$ cat config.mk
export PLATFORM = sky130hd
export DESIGN_NAME = two_class_priority_dispatcher_top
export DESIGN_NICKNAME = d
export VERILOG_FILES = /design/src/tcpd_pkg.sv /design/src/two_class_priority_dispatcher_top.sv /design/src/tcpd_ctrl.sv /design/src/tcpd_datapath.sv
export SDC_FILE = /design/constraint.sdc
export NUM_CORES = 1
export LEC_CHECK = 0
export BUFFER_PORTS_ARGS = -buffer_cell sky130_fd_sc_hd__buf_2
export CAP_MARGIN = 40
export CORE_UTILIZATION = 40
export CTS_CLUSTER_DIAMETER = 30
export CTS_CLUSTER_SIZE = 10
export DETAILED_ROUTE_END_ITERATION = 7
export GPL_ROUTABILITY_DRIVEN = 0
export PLACE_DENSITY_LB_ADDON = 0.05
export SYNTH_ARGS = -nofsm -noshare
export SYNTH_HDL_FRONTEND = slang
export SYNTH_HIERARCHICAL = 1
export SYNTH_SLANG_ARGS = --single-unit
$ cat constraint.sdc
create_clock -name aclk -period 13.75 [get_ports aclk]
set_clock_uncertainty 0.15 [all_clocks]
set_input_delay 1.375 -clock aclk [delete_from_list [all_inputs] [get_ports aclk]]
set_output_delay 1.375 -clock aclk [all_outputs]
set_load 0.01 [all_outputs]
$ cat src/tcpd_pkg.sv
// Shared types and codes for the two-class priority dispatcher.
package tcpd_pkg;

    // Operation carried in the input tuser.
    typedef enum logic [1:0] {
        OP_ADD_REGULAR = 2'd0,
        OP_ADD_URGENT  = 2'd1,
        OP_SERVE       = 2'd2,
        OP_REPORT      = 2'd3
    } opcode_t;

    // Result status carried in the output tuser.
    typedef enum logic [1:0] {
        STAT_OK     = 2'd0,
        STAT_EMPTY  = 2'd1,
        STAT_FULL   = 2'd2,
        STAT_REPORT = 2'd3
    } status_t;

    // What the finishing step has to report.
    typedef enum logic [2:0] {
        RK_OK,
        RK_EMPTY,
        RK_FULL,
        RK_REPORT,
        RK_URGENT,
        RK_REGULAR
    } result_kind_t;

    // Controller states.
    typedef enum logic [2:0] {
        ST_IDLE,
        ST_DECODE,
        ST_SCAN,
        ST_SCAN_TAIL,
        ST_SHIFT_INIT,
        ST_SHIFT,
        ST_FINISH
    } state_t;

    // Field widths.
    localparam int TAG_W     = 16;
    localparam int CASE_W    = 8;
    localparam int URG_W     = 4;
    localparam int MINUTE_W  = 11;
    localparam int WAIT_W    = 12;
    localparam int COUNT_W   = 5;
    localparam int S_TDATA_W = 40;
    localparam int S_TUSER_W = 2;
    localparam int M_TDATA_W = 64;
    localparam int M_TUSER_W = 3;

    // One urgent store entry.
    typedef struct packed {
        logic [TAG_W-1:0]    tag;
        logic [CASE_W-1:0]   code;
        logic [URG_W-1:0]    urg;
        logic [MINUTE_W-1:0] arrival;
    } urgent_entry_t;

    // One regular FIFO entry.
    typedef struct packed {
        logic [TAG_W-1:0]    tag;
        logic [MINUTE_W-1:0] arrival;
    } regular_entry_t;

    // Commands from the controller to the datapath.
    typedef struct packed {
        logic         load;
        logic         fifo_push;
        logic         fifo_pop;
        logic         heap_push;
        logic         scan_init;
        logic         scan_issue;
        logic         shift_init;
        logic         shift_issue;
        logic         heap_pop;
        logic         finish;
        result_kind_t kind;
    } cmd_t;

    // Status from the datapath to the controller.
    typedef struct packed {
        opcode_t op;
        logic    heap_empty;
        logic    heap_full;
        logic    fifo_empty;
        logic    fifo_full;
        logic    scan_last;
        logic    shift_done;
        logic    out_free;
    } sts_t;

endpackage

$ cat src/two_class_priority_dispatcher_top.sv
// An add, a report or a regular serve passes through the decode and finish states before its
// result is loaded; an urgent serve first scans every waiting urgent entry, then moves each
// entry after the chosen one down one slot, then loads its result.
// One transaction is in work at a time and s_tready returns the cycle after the result is
// loaded; a result held by the sink delays the next one.
// Synchronous active-low reset empties both stores.
// Top level of the two-class priority dispatcher.
module two_class_priority_dispatcher_top #(
    parameter int HEAP_DEPTH = 16,
    parameter int FIFO_DEPTH = 16
) (
    input  logic                           aclk,
    input  logic                           aresetn,
    input  logic                           s_tvalid,
    output logic                           s_tready,
    // client_tag[15:0], case_code[23:16], urgency[27:24], minute_now[38:28]
    input  logic [tcpd_pkg::S_TDATA_W-1:0] s_tdata,
    // opcode[1:0]
    input  logic [tcpd_pkg::S_TUSER_W-1:0] s_tuser,
    output logic                           m_tvalid,
    input  logic                           m_tready,
    // served_tag[15:0], served_case[23:16], served_urgency[27:24],
    // arrival_minute[38:28], wait_minutes[50:39], urgent_count[55:51],
    // regular_count[60:56]
    output logic [tcpd_pkg::M_TDATA_W-1:0] m_tdata,
    // status[1:0], served_urgent[2]
    output logic [tcpd_pkg::M_TUSER_W-1:0] m_tuser
);

    tcpd_pkg::cmd_t cmd;
    tcpd_pkg::sts_t sts;

    // Sequencer.
    tcpd_ctrl u_ctrl (
        .aclk     (aclk),
        .aresetn  (aresetn),
        .s_tvalid (s_tvalid),
        .s_tready (s_tready),
        .sts      (sts),
        .cmd      (cmd)
    );

    // Stores, search and result datapath.
    tcpd_datapath #(
        .HEAP_DEPTH (HEAP_DEPTH),
        .FIFO_DEPTH (FIFO_DEPTH)
    ) u_datapath (
        .aclk     (aclk),
        .aresetn  (aresetn),
        .s_tdata  (s_tdata),
        .s_tuser  (s_tuser),
        .m_tvalid (m_tvalid),
        .m_tready (m_tready),
        .m_tdata  (m_tdata),
        .m_tuser  (m_tuser),
        .cmd      (cmd),
        .sts      (sts)
    );

endmodule

$ cat src/tcpd_ctrl.sv
// Controller state machine that sequences decode, scan, shift and result steps.
module tcpd_ctrl (
    input  logic             aclk,
    input  logic             aresetn,
    input  logic             s_tvalid,
    output logic             s_tready,
    input  tcpd_pkg::sts_t   sts,
    output tcpd_pkg::cmd_t   cmd
);

    tcpd_pkg::state_t       state_reg, state_next;
    tcpd_pkg::result_kind_t kind_reg, kind_next;

    // State and pending result kind.
    always_ff @(posedge aclk) begin
        if (!aresetn) begin
            state_reg <= tcpd_pkg::ST_IDLE;
            kind_reg  <= tcpd_pkg::RK_OK;
        end else begin
            state_reg <= state_next;
            kind_reg  <= kind_next;
        end
    end

    // Next state and commands.
    always_comb begin
        state_next = state_reg;
        kind_next  = kind_reg;
        cmd        = '0;
        cmd.kind   = kind_reg;
        s_tready   = 1'b0;
        unique case (state_reg)
            tcpd_pkg::ST_IDLE: begin
                s_tready = 1'b1;
                if (s_tvalid) begin
                    cmd.load   = 1'b1;
                    state_next = tcpd_pkg::ST_DECODE;
                end
            end
            tcpd_pkg::ST_DECODE: begin
                state_next = tcpd_pkg::ST_FINISH;
                unique case (sts.op)
                    tcpd_pkg::OP_ADD_REGULAR: begin
                        if (sts.fifo_full) begin
                            kind_next = tcpd_pkg::RK_FULL;
                        end else begin
                            cmd.fifo_push = 1'b1;
                            kind_next     = tcpd_pkg::RK_OK;
                        end
                    end
                    tcpd_pkg::OP_ADD_URGENT: begin
                        if (sts.heap_full) begin
                            kind_next = tcpd_pkg::RK_FULL;
                        end else begin
                            cmd.heap_push = 1'b1;
                            kind_next     = tcpd_pkg::RK_OK;
                        end
                    end
                    tcpd_pkg::OP_SERVE: begin
                        if (!sts.heap_empty) begin
                            cmd.scan_init = 1'b1;
                            kind_next     = tcpd_pkg::RK_URGENT;
                            state_next    = tcpd_pkg::ST_SCAN;
                        end else if (!sts.fifo_empty) begin
                            cmd.fifo_pop = 1'b1;
                            kind_next    = tcpd_pkg::RK_REGULAR;
                        end else begin
                            kind_next = tcpd_pkg::RK_EMPTY;
                        end
                    end
                    tcpd_pkg::OP_REPORT: begin
                        kind_next = tcpd_pkg::RK_REPORT;
                    end
                endcase
            end
            tcpd_pkg::ST_SCAN: begin
                cmd.scan_issue = 1'b1;
                if (sts.scan_last) begin
                    state_next = tcpd_pkg::ST_SCAN_TAIL;
                end
            end
            tcpd_pkg::ST_SCAN_TAIL: begin
                // The last compare lands in this cycle.
                state_next = tcpd_pkg::ST_SHIFT_INIT;
            end
            tcpd_pkg::ST_SHIFT_INIT: begin
                cmd.shift_init = 1'b1;
                state_next     = tcpd_pkg::ST_SHIFT;
            end
            tcpd_pkg::ST_SHIFT: begin
                if (sts.shift_done) begin
                    cmd.heap_pop = 1'b1;
                    state_next   = tcpd_pkg::ST_FINISH;
                end else begin
                    cmd.shift_issue = 1'b1;
                end
            end
            tcpd_pkg::ST_FINISH: begin
                if (sts.out_free) begin
                    cmd.finish = 1'b1;
                    state_next = tcpd_pkg::ST_IDLE;
                end
            end
            default: begin
                state_next = tcpd_pkg::ST_IDLE;
            end
        endcase
    end

endmodule

$ cat src/tcpd_datapath.sv
// Datapath: urgent and regular stores, scan and shift logic, output register.
module tcpd_datapath #(
    parameter int HEAP_DEPTH = 16,
    parameter int FIFO_DEPTH = 16
) (
    input  logic                               aclk,
    input  logic                               aresetn,
    input  logic [tcpd_pkg::S_TDATA_W-1:0]     s_tdata,
    input  logic [tcpd_pkg::S_TUSER_W-1:0]     s_tuser,
    output logic                               m_tvalid,
    input  logic                               m_tready,
    output logic [tcpd_pkg::M_TDATA_W-1:0]     m_tdata,
    output logic [tcpd_pkg::M_TUSER_W-1:0]     m_tuser,
    input  tcpd_pkg::cmd_t                     cmd,
    output tcpd_pkg::sts_t                     sts
);

    localparam int HAW = (HEAP_DEPTH > 1) ? $clog2(HEAP_DEPTH) : 1;
    localparam int HCW = $clog2(HEAP_DEPTH + 1);
    localparam int FAW = (FIFO_DEPTH > 1) ? $clog2(FIFO_DEPTH) : 1;
    localparam int FCW = $clog2(FIFO_DEPTH + 1);

    // Latched input transaction.
    tcpd_pkg::opcode_t                 in_op_reg;
    logic [tcpd_pkg::TAG_W-1:0]        in_tag_reg;
    logic [tcpd_pkg::CASE_W-1:0]       in_code_reg;
    logic [tcpd_pkg::URG_W-1:0]        in_urg_reg;
    logic [tcpd_pkg::MINUTE_W-1:0]     in_now_reg;

    // Stores and their bookkeeping.
    tcpd_pkg::urgent_entry_t  heap_mem [HEAP_DEPTH];
    tcpd_pkg::regular_entry_t fifo_mem [FIFO_DEPTH];
    tcpd_pkg::urgent_entry_t  heap_rdata_reg;
    tcpd_pkg::regular_entry_t fifo_rdata_reg;
    logic [HCW-1:0]           heap_size_reg;
    logic [FAW-1:0]           fifo_head_reg;
    logic [FAW-1:0]           fifo_tail_reg;
    logic [FCW-1:0]           fifo_size_reg;

    // Scan and shift sequencing.
    logic [HCW-1:0]           scan_idx_reg;
    logic                     cmp_valid_reg;
    logic [HAW-1:0]           cmp_pos_reg;
    tcpd_pkg::urgent_entry_t  best_reg;
    logic [HAW-1:0]           best_idx_reg;
    logic [HCW-1:0]           sh_idx_reg;
    logic                     mv_valid_reg;
    logic [HCW-1:0]           mv_pos_reg;

    // Output register.
    logic                             m_tvalid_reg;
    logic [tcpd_pkg::M_TDATA_W-1:0]   m_tdata_reg;
    logic [tcpd_pkg::M_TUSER_W-1:0]   m_tuser_reg;

    logic                     heap_we;
    logic [HAW-1:0]           heap_waddr;
    tcpd_pkg::urgent_entry_t  heap_wdata;
    logic [HAW-1:0]           heap_raddr;
    logic                     heap_re;
    logic [HCW-1:0]           mv_wpos;
    logic [HCW+4:0]           heap_cnt_ext;
    logic [FCW+4:0]           fifo_cnt_ext;
    logic [FAW-1:0]           fifo_tail_next;
    logic [FAW-1:0]           fifo_head_next;
    logic [tcpd_pkg::M_TDATA_W-1:0] m_tdata_next;
    logic [tcpd_pkg::M_TUSER_W-1:0] m_tuser_next;

    // Status toward the controller.
    always_comb begin
        sts.op         = in_op_reg;
        sts.heap_empty = (heap_size_reg == '0);
        sts.heap_full  = (heap_size_reg >= HCW'(HEAP_DEPTH));
        sts.fifo_empty = (fifo_size_reg == '0);
        sts.fifo_full  = (fifo_size_reg >= FCW'(FIFO_DEPTH));
        sts.scan_last  = ((scan_idx_reg + HCW'(1)) == heap_size_reg);
        sts.shift_done = (sh_idx_reg >= heap_size_reg);
        sts.out_free   = !m_tvalid_reg || m_tready;
    end

    // Input latch.
    always_ff @(posedge aclk) begin
        if (cmd.load) begin
            in_op_reg   <= tcpd_pkg::opcode_t'(s_tuser[1:0]);
            in_tag_reg  <= s_tdata[15:0];
            in_code_reg <= s_tdata[23:16];
            in_urg_reg  <= s_tdata[27:24];
            in_now_reg  <= s_tdata[38:28];
        end
    end

    // Urgent store ports: append at the end, or move an entry down one slot.
    assign mv_wpos = mv_pos_reg - HCW'(1);
    always_comb begin
        heap_we    = cmd.heap_push || mv_valid_reg;
        heap_re    = cmd.scan_issue || cmd.shift_issue;
        heap_raddr = cmd.scan_issue ? scan_idx_reg[HAW-1:0] : sh_idx_reg[HAW-1:0];
        if (cmd.heap_push) begin
            heap_waddr = heap_size_reg[HAW-1:0];
            heap_wdata = '{tag: in_tag_reg, code: in_code_reg,
                           urg: in_urg_reg, arrival: in_now_reg};
        end else begin
            heap_waddr = mv_wpos[HAW-1:0];
            heap_wdata = heap_rdata_reg;
        end
    end

    always_ff @(posedge aclk) begin
        if (heap_we) begin
            heap_mem[heap_waddr] <= heap_wdata;
        end
        if (heap_re) begin
            heap_rdata_reg <= heap_mem[heap_raddr];
        end
    end

    // Regular FIFO memory.
    always_ff @(posedge aclk) begin
        if (cmd.fifo_push) begin
            fifo_mem[fifo_tail_reg] <= '{tag: in_tag_reg, arrival: in_now_reg};
        end
        if (cmd.fifo_pop) begin
            fifo_rdata_reg <= fifo_mem[fifo_head_reg];
        end
    end

    // FIFO pointer wrap.
    assign fifo_tail_next = (fifo_tail_reg == FAW'(FIFO_DEPTH - 1)) ? '0
                          : fifo_tail_reg + FAW'(1);
    assign fifo_head_next = (fifo_head_reg == FAW'(FIFO_DEPTH - 1)) ? '0
                          : fifo_head_reg + FAW'(1);

    // Store sizes and FIFO pointers.
    always_ff @(posedge aclk) begin
        if (!aresetn) begin
            heap_size_reg <= '0;
            fifo_head_reg <= '0;
            fifo_tail_reg <= '0;
            fifo_size_reg <= '0;
        end else begin
            if (cmd.heap_push) begin
                heap_size_reg <= heap_size_reg + HCW'(1);
            end else if (cmd.heap_pop) begin
                heap_size_reg <= heap_size_reg - HCW'(1);
            end
            if (cmd.fifo_push) begin
                fifo_tail_reg <= fifo_tail_next;
                fifo_size_reg <= fifo_size_reg + FCW'(1);
            end else if (cmd.fifo_pop) begin
                fifo_head_reg <= fifo_head_next;
                fifo_size_reg <= fifo_size_reg - FCW'(1);
            end
        end
    end

    // Scan and shift pipeline flags.
    always_ff @(posedge aclk) begin
        if (!aresetn) begin
            cmp_valid_reg <= 1'b0;
            mv_valid_reg  <= 1'b0;
        end else begin
            cmp_valid_reg <= cmd.scan_issue;
            mv_valid_reg  <= cmd.shift_issue;
        end
    end

    // Scan for the first entry of the largest urgency. The store is kept in
    // insertion order, so a strict compare gives ties to the oldest entry.
    always_ff @(posedge aclk) begin
        if (cmd.scan_init) begin
            scan_idx_reg <= '0;
        end else if (cmd.scan_issue) begin
            scan_idx_reg <= scan_idx_reg + HCW'(1);
        end
        if (cmd.scan_issue) begin
            cmp_pos_reg <= scan_idx_reg[HAW-1:0];
        end
        if (cmp_valid_reg &&
            ((cmp_pos_reg == '0) || (heap_rdata_reg.urg > best_reg.urg))) begin
            best_reg     <= heap_rdata_reg;
            best_idx_reg <= cmp_pos_reg;
        end
    end

    // Close the gap: each entry after the chosen one moves down one slot.
    always_ff @(posedge aclk) begin
        if (cmd.shift_init) begin
            sh_idx_reg <= HCW'(best_idx_reg) + HCW'(1);
        end else if (cmd.shift_issue) begin
            sh_idx_reg <= sh_idx_reg + HCW'(1);
        end
        if (cmd.shift_issue) begin
            mv_pos_reg <= sh_idx_reg;
        end
    end

    // Result assembly.
    assign heap_cnt_ext = {5'd0, heap_size_reg};
    assign fifo_cnt_ext = {5'd0, fifo_size_reg};

    always_comb begin
        logic [tcpd_pkg::TAG_W-1:0]    srv_tag;
        logic [tcpd_pkg::CASE_W-1:0]   srv_code;
        logic [tcpd_pkg::URG_W-1:0]    srv_urg;
        logic [tcpd_pkg::MINUTE_W-1:0] srv_arr;
        logic [tcpd_pkg::WAIT_W-1:0]   srv_wait;
        logic                          srv_urgent;
        tcpd_pkg::status_t             stat;
        srv_tag    = '0;
        srv_code   = '0;
        srv_urg    = '0;
        srv_arr    = '0;
        srv_wait   = '0;
        srv_urgent = 1'b0;
        stat       = tcpd_pkg::STAT_OK;
        unique case (cmd.kind)
            tcpd_pkg::RK_OK:     stat = tcpd_pkg::STAT_OK;
            tcpd_pkg::RK_EMPTY:  stat = tcpd_pkg::STAT_EMPTY;
            tcpd_pkg::RK_FULL:   stat = tcpd_pkg::STAT_FULL;
            tcpd_pkg::RK_REPORT: stat = tcpd_pkg::STAT_REPORT;
            tcpd_pkg::RK_URGENT: begin
                srv_urgent = 1'b1;
                srv_tag    = best_reg.tag;
                srv_code   = best_reg.code;
                srv_urg    = best_reg.urg;
                srv_arr    = best_reg.arrival;
                srv_wait   = {1'b0, in_now_reg} - {1'b0, best_reg.arrival};
            end
            tcpd_pkg::RK_REGULAR: begin
                srv_tag  = fifo_rdata_reg.tag;
                srv_arr  = fifo_rdata_reg.arrival;
                srv_wait = {1'b0, in_now_reg} - {1'b0, fifo_rdata_reg.arrival};
            end
            default: stat = tcpd_pkg::STAT_OK;
        endcase
        m_tdata_next = {3'd0, fifo_cnt_ext[4:0], heap_cnt_ext[4:0], srv_wait,
                        srv_arr, srv_urg, srv_code, srv_tag};
        m_tuser_next = {srv_urgent, stat};
    end

    // Output register; the next transaction may be taken while it waits.
    always_ff @(posedge aclk) begin
        if (!aresetn) begin
            m_tvalid_reg <= 1'b0;
        end else if (cmd.finish) begin
            m_tvalid_reg <= 1'b1;
        end else if (m_tready) begin
            m_tvalid_reg <= 1'b0;
        end
        if (cmd.finish) begin
            m_tdata_reg <= m_tdata_next;
            m_tuser_reg <= m_tuser_next;
        end
    end

    assign m_tvalid = m_tvalid_reg;
    assign m_tdata  = m_tdata_reg;
    assign m_tuser  = m_tuser_reg;

    // Sizes never exceed the store depths.
    a_heap_bound: assert property (@(posedge aclk) disable iff (!aresetn)
        heap_size_reg <= HCW'(HEAP_DEPTH))
        else $error("urgent store size beyond depth");

    a_fifo_bound: assert property (@(posedge aclk) disable iff (!aresetn)
        fifo_size_reg <= FCW'(FIFO_DEPTH))
        else $error("regular FIFO size beyond depth");

    // An append and an entry move never share the urgent store write port.
    a_heap_wport: assert property (@(posedge aclk) disable iff (!aresetn)
        !(cmd.heap_push && mv_valid_reg))
        else $error("urgent store write port conflict");

    // Empty or full FIFO has its pointers together.
    a_fifo_ptrs: assert property (@(posedge aclk) disable iff (!aresetn)
        (fifo_size_reg == '0 || fifo_size_reg == FCW'(FIFO_DEPTH))
        |-> (fifo_head_reg == fifo_tail_reg))
        else $error("FIFO pointers disagree with size");

endmodule
Word level (Yosys, flattened, before mapping). Memories as Yosys holds them, arrays and structs flattened. A register that Yosys moved wholly into a read port is not among the register bits. Cells that the tools add are included.

Flip-flop bits (word level): 193. RAM bits: 1056. Input port bits: 46. Output and inout bits: 69. Word-level logic and storage cells: 137. Memories: 2.

Memory list: u_datapath.heap_mem (depth 16, width 39, rd ports 1, clocked after Yosys merged registers in 1, wr ports 1, line tcpd_datapath.sv:31) `tcpd_pkg::urgent_entry_t heap_mem [HEAP_DEPTH];`; u_datapath.fifo_mem (depth 16, width 27, rd ports 1, clocked after Yosys merged registers in 1, wr ports 1, line tcpd_datapath.sv:32) `tcpd_pkg::regular_entry_t fifo_mem [FIFO_DEPTH];`.

Add/subtract/negate cells: 12. Magnitude comparators: 4. Equal/unequal tests: 21. Multiplexer cells: 54. Bitwise gates (word level): 1. Reduce and logical (&&, ||, !) cells: 17.

Operators with widths (number): two-way mux 39 bit (1); one-hot mux 16 bit (2 select lines) (1); two-way mux 5 bit (6); two-way mux 1 bit (25); two-way mux 3 bit (8); one-hot mux 12 bit (2 select lines) (1); subtractor 11 x 11 -> 12 bit (2); one-hot mux 11 bit (2 select lines) (1); one-hot mux 3 bit (7 select lines) (1); adder 5 x 1 -> 5 bit (second input constant) (4); two-way mux 4 bit (5); == test 3 bit (second input constant) (5); == test 3 x 2 -> 1 bit (second input constant) (4); one-hot mux 3 bit (4 select lines) (1); greater-or-equal comparator 5 bit (second input constant) (2); zero test 5 bit (2); subtractor 5 x 1 -> 5 bit (second input constant) (2); adder 4 x 1 -> 4 bit (second input constant) (2); == test 4 bit (second input constant) (2); != test 2 bit (second input constant) (4); nonzero test 2 bit (4); == test 3 x 1 -> 1 bit (second input constant) (2); two-way mux 2 bit (3); one-hot mux 2 bit (3 select lines) (1); 16 further kinds (20).

Logic depth before layout (Yosys ltp). Gate-level depths: netlist (run 1).

Depth in word-level cells: 8. Mapped depth: 13. Depth with buffers taken out: 13.

Modules after synthesis. The synthesis (run 1) kept the hierarchy.

By module, submodules not included: tcpd_datapath (times used 1, cells each 2372, area each 50236.9 um^2); tcpd_ctrl (times used 1, cells each 54, area each 420.4 um^2).

Worst setup path before layout (run 1). No wires, ideal clock.

Path type: register to register. Start point: reg, netlist name u_datapath/heap_rdata_reg[12]. End point: reg u_datapath.best_idx_reg[0], enable pin. Library setup time: 0.509 ns. Arrival time: 4.179 ns. Required time: 13.091 ns. Slack: 8.911 ns. Stages on the path, launching flop included: 7. Path buffers: 0. Clock period less this slack: 4.839 ns. Cell sequence: edfxtp_1 ha_1 nor2b_1 o21a_1 o21a_1 o21ai_0 a21boi_0.

Word-level cells in the longest chain between the ends: 3.

Ends and longest elaborated chain: greater-than comparator 4 bit (line tcpd_datapath.sv:178) `((cmp_pos_reg == '0) || (heap_rdata_reg.urg > best_reg.urg))) begin`; logical OR 1 bit (line tcpd_datapath.sv:178); logical AND 1 bit (line tcpd_datapath.sv:177) `if (cmp_valid_reg &&`; end signal: assignment (line tcpd_datapath.sv:180) `best_idx_reg <= cmp_pos_reg;`; end: declaration (line tcpd_datapath.sv:45) `logic [HAW-1:0] best_idx_reg;`.

No other way between the ends. A chain may end at the register's enable or synchronous reset.

==> results of run 1 <==
==> routing by layer <==
layer	GRT usage [%]	up-vias	part of all wire [%]
met5	0	-	0
met4	7.02	0	2.4
met3	3.75	241	4.2
met2	34.3	641	51
met1	26.5	13400	43
li1	-	10900	-
==> power by group <==
part | internal [mW] | leakage, nW | switching, mW | total [mW]
sequential | 4.76 | 11.9 | 0.164 | 4.93
clock | 4.89 | 4.90 | 2.16 | 7.04
combinational | 0.538 | 4.58 | 0.778 | 1.32
total | 10.2 | 21.4 | 3.10 | 13.3
==> cell type report <==
type                       instances  area [um2]  area share (%)
inverter                          24        90.1           0.140
multi-input combinational        967       11100            17.3
antenna                            2        5.00         0.00779
clock inverter                   185        2090            3.25
timing repair buffer             194        1640            2.55
tap                             1650        2060            3.22
clock buffer                     353        8030            12.5
sequential                      1315       39200            61.0
==> critical path: stages (launching register included) <==
cell and delay [ns]:
dfxtp_1 0.65, or3b_4 0.50, nor4b_4 0.21, buf_4 0.39, buf_4 0.69, inv_1 0.34
mux2i_1 0.27, nand2_1 0.28, nor2_4 0.15, buf_4 0.68
==> cells in the final DEF, fill, tap and decap left out, drive strengths merged, types with 3 or more instances in the layout <==
| cell | instances |
|---|---|
| inv | 32 |
| xor2 | 16 |
| clkbuf | 353 |
| clkinvlp | 24 |
| ha | 34 |
| fa | 3 |
| o21ai | 16 |
| and3 | 3 |
| xnor2 | 12 |
| a22oi | 78 |
| or4 | 3 |
| nand3 | 7 |
| nor3 | 16 |
| conb | 3 |
| nor4 | 3 |
| nand2b | 8 |
| edfxtp | 1283 |
| nor2 | 91 |
| clkinv | 113 |
| a31oi | 7 |
| bufinv | 40 |
| buf | 194 |
| a211oi | 29 |
| nand2 | 75 |
| mux2i | 78 |
| nand4 | 5 |
| mux4 | 264 |
| or2 | 3 |
| a21o | 13 |
| a21boi | 4 |
| o21a | 8 |
| nor2b | 38 |
| a21oi | 53 |
| nor3b | 6 |
| mux2 | 44 |
| dfxtp | 32 |
| and2 | 29 |
==> path summary, 6_finish.rpt <==
path                            slack, ns                 startpoint  cells after the start                    endpoint
worst max-delay path                 8.94        u_ctrl/state_reg[0]                      9  u_datapath/heap_mem[7][32]
worst min register to register       0.29  u_datapath/cmp_pos_reg[2]                      0  u_datapath/best_idx_reg[2]
worst max register to register       8.94        u_ctrl/state_reg[0]                      9  u_datapath/heap_mem[7][32]
worst min-delay path                 0.29  u_datapath/cmp_pos_reg[2]                      0  u_datapath/best_idx_reg[2]
==> metrics by stage <==
stage	setup slack, ns	cell area (um2)	instances
after global routing	8.67	64200	4688
after floorplan	8.91	50700	2428
final	8.94	64200	4690
after global placement	8.93	53400	4120
after detailed placement	8.86	54100	4149
after CTS	8.83	64200	4687
==> cells by family after synthesis <==
| family | after synthesis |
|---|---|
| AOI/OAI and AO/OA | 218 |
| xor gates and xnor gates | 28 |
| adders and majority gates | 37 |
| buffers and inverters | 146 |
| DFF | 1315 |
| muxes | 386 |
| other | 1 |
| and+or+nand+nor | 295 |
==> results.toml, run 1 <==
[run_status]
status = "complete, no violations"

[timing]
setup_viol = 0
finalHoldViolations = 0
slew_headroom_pct = 41.0
slew_viol_final = 0
rsz0062_at_grt = "false"
max_freq_mhz = 208
hold_slack_ns = 0.286
fin_crit_ns = 4.81
tightest_slew_ns = 0.885
min_period_over_period_pct = 35.0
tns_ns = 0

[cts]
cts_tree = "done"
clk_pin_slew_worst_paths_ns = 0.05
cts_resized = 0
root_buffer = "clkbuf_16"
insertion_delay_ns = 0.86
ctsLongestPathBuffers = 4
numCtsBuffers = 311
hold_buffers = 0
htreeDepth = 5
post_cts_buffers = 0
cts.sink_count = 1315

[grt]
grt_pass1_wl_um = 185000
grt_pass1_vias = 27300
gr-total-overflow = 0
antenna_found_initial = 7
grtUsageTotal_pct = 20.3
grt_max_degree = 85

[detailed_routing]
drt_iter0_drc = 1682
vias = 25200
first_pass_iters = 5
routedWlPerCell_um = 27.2
drt-total-wl_um = 128000
final_antenna_net_count = 0
via_per_inst = 5.37
drc = 0

[synth]
ys_types = 53
ys_top_cells_by_count = "edfxtp_1, mux4_2, nor2_1"
muxShareOfSynthArea_pct = 14.3
syn_inst = 2426
netlist_area_um2 = 50700
synthFlopType = "edfxtp_1"
synth_compound_area_share_pct = 2.90
syn_avg_cell_area_um2 = 20.9
synthAdderAreaFrac_pct = 0.958
seq_area_frac_synth_pct = 77.3
synth_top_family_by_area = "multiplexers"
yosysWarnings = 6
synth_area_leader_cell = "edfxtp_1"
yosys.area_share.simple_pct = 2.84
ys_ff_latch = 1315
synth.most_common_cell = "edfxtp_1"
synth_enable_flop_cells = 1283
synthArstFlopShare_pct = 0
synthXorXnorAreaFrac_pct = 0.484
synth_top_area_share_pct = 76.1
synthTopCellsByArea = "edfxtp_1, mux4_2, mux2i_1"

[placed_design]
dp_hpwl_um = 69500
io_buffers = 110

[worst_setup_path]
cp.arrival_ns = 5.11
worstSetupPathType = "reg -> reg"
start_kind = "flip-flop"
path_max_fanout = 40
critPathRequiredTime_ns = 14.05
crit_path_end_kind = "flip-flop"

[floorplanning]
die_area_um2 = 128000
core_area_um2 = 126000
rows = 130
initial_core_util_pct = 40.3
die_h_um = 358
die_x_um = 358
pin_count = 115

[worst_hold_path]
hold_path_class = "reg -> reg"

[layout]
areaGrowthSynthToFinish_pct = 26.7
fillers = 10100
layout-drive-gt1-share_pct = 33.4
finalNetCount = 2896
utilization_pct = 51.1
largest_register_ffs = 624

[power]
power_mw = 13.3
powerDensity_nw_per_um2 = 207
peakVddDrop_mv = 0.126
p_leak_nw = 21.4

[run]
cap_violations = 0
Note: power is estimated with default switching activity, not from simulation.
==> inputs of run 2 (changes only) <==
Clock period 13.75 ns to 4.1 ns, I/O delays scaled along.
==> results.toml, run 2 (synthesis gave the netlist of run 1 again) <==
[grt]
gr-total-overflow = 0
grt_pass1_vias = 27400
antenna_found_initial = 8
grt_pass1_wl_um = 186000
grtUsageTotal_pct = 20.4
grt_max_degree = 55

[layout]
stdcell_count = 4755
seq_area_um2 = 39200
fillers = 9970
most-common-layout-cells = "edfxtp_1, clkbuf_16, mux4_2"
areaGrowthSynthToFinish_pct = 28.9
final_common_cell = "edfxtp_1"
largest_register_ffs = 624
multi_input_area_um2 = 11100
utilization_pct = 52.0
layout-drive-gt1-share_pct = 33.9
finalNetCount = 2960

[timing]
fin_crit_ns = 3.40
finalHoldViolations = 0
setup_viol = 0
rsz0062_at_grt = "false"
slew_headroom_pct = 40.7
tightest_slew_ns = 0.889
min_period_over_period_pct = 82.9
slew_viol_final = 0
max_freq_mhz = 294

[worst_setup_path]
crit_path_end_kind = "flip-flop"
critPathRequiredTime_ns = 4.42
cp.arrival_ns = 3.72
start_kind = "flip-flop"
path_max_fanout = 54
worstSetupPathType = "reg -> reg"

[cts]
clk_pin_slew_worst_paths_ns = 0.05
insertion_delay_ns = 0.85
ctsLongestPathBuffers = 4
post_cts_buffers = 0
numCtsBuffers = 309
root_buffer = "clkbuf_16"
cts.sink_count = 1315
cts_tree = "done"
htreeDepth = 5

[floorplanning]
die_x_um = 358
core_area_um2 = 126000
initial_core_util_pct = 40.3
rows = 130
die_h_um = 358
die_area_um2 = 128000
pin_count = 115

[power]
p_seq_share_pct = 36.2
peakVddDrop_mv = 0.430
pwr-share-comb_pct = 10.2
powerDensity_nw_per_um2 = 696
power.switching_mw = 10.5
p_leak_nw = 21.8
internal_power_mw = 35.0
clockPowerShare_pct = 53.5
switching_share_pct = 23.1

[run]
cap_violations = 0

[placed_design]
place_inst = 4171
io_buffers = 110
dp_hpwl_um = 71100

[run_status]
status = "complete, no violations"

[detailed_routing]
routedWlPerCell_um = 26.9
drt_iter0_drc = 1998
via_per_inst = 5.36
first_pass_iters = 5
drc = 0
final_antenna_net_count = 0
vias = 25500
drt-total-wl_um = 128000

[worst_hold_path]
hold_path_class = "in -> reg"
==> run 2: changes by cell type in the layout (fill, tap and decap cells not counted), moves of 3 or more <==
| cell | change |
|---|---|
| clkinv_1 | -5 |
| bufinv_16 | +9 |
| clkbuf_1 | -11 |
| buf_4 | -4 |
| dlygate4sd3_1 | +45 |
| clkinv_8 | -3 |
| clkbuf_8 | +4 |
| clkinvlp_4 | +6 |
| buf_12 | +41 |
| buf_16 | -16 |
| clkinv_2 | -5 |
| inv_6 | +8 |
| clkinv_4 | -5 |
==> run 2: repair_timing <==
action	4_1_cts	5_1_grt
endpoints found under the hold margin	67	0
gates resized for setup	0	0
hold buffers	45	0
==> run 2: final cells by class <==
| type | count | share of cell area [%] |
|---|---|---|
| tap | 1650 | 3.16 |
| sequential | 1315 | 60.0 |
| inverter | 24 | 0.138 |
| antenna | 2 | 0.00766 |
| clock inverter | 190 | 3.58 |
| timing repair buffer | 260 | 3.74 |
| clock buffer | 347 | 12.3 |
| multi-input combinational | 967 | 17.0 |
==> run 2: per-stage QoR <==
stage	setup slack [ns]	setup TNS (ns)	hold slack, ns	total power [mW]	cell area, um2
2_1_floorplan	-0.0981	-39.31	0.256	19.5	50700
3_3_place_gp	0.603	0	0.278	21.3	54400
3_5_place_dp	0.682	0	0.283	21.4	54400
4_1_cts	0.690	0	0.0464	46.0	65300
5_1_grt	0.516	0	0.0717	47.0	65300
6_report	0.700	0	0.120	45.5	65300
==> run 2: worst max-delay path, stage by stage, from the launching register on <==
cell and delay [ns]:
dfxtp_1 0.40, or3b_4 0.47, nor4b_4 0.36, buf_12 0.40
nand2_1 0.13, o21ai_0 0.13, nand2_1 0.28, nor2_4 0.18
buf_4 0.48
==> run 2: power by group through the flow <==
stage	Combinational [mW]	Sequential [mW]	Clock (mW)
floorplan	3.10	16.4	0
global placement	4.62	16.7	0
detailed placement	4.71	16.7	0
CTS	4.77	16.5	24.8
global route	5.08	16.5	25.4
finish	4.66	16.5	24.3
==> run 2: worst paths after layout <==
check                                  from                         end  slack, ns  cells past startpoint
hold / removal                  s_tdata[20]   u_datapath/in_code_reg[4]       0.12                      2
setup reg to reg        u_ctrl/state_reg[1]  u_datapath/heap_mem[14][2]       0.70                      8
hold reg to reg   u_datapath/cmp_pos_reg[1]  u_datapath/best_idx_reg[1]       0.29                      0
setup / recovery        u_ctrl/state_reg[1]  u_datapath/heap_mem[14][2]       0.70                      8
==> run 2: layer usage <==
| metal | GRT usage [%] | part of all wire, % | vias up |
|---|---|---|---|
| met5 | 0 | 0 | - |
| met4 | 7.11 | 2.4 | 0 |
| met3 | 3.63 | 4.3 | 234 |
| met2 | 33.6 | 50 | 701 |
| met1 | 27.4 | 43 | 13600 |
| li1 | - | - | 11000 |
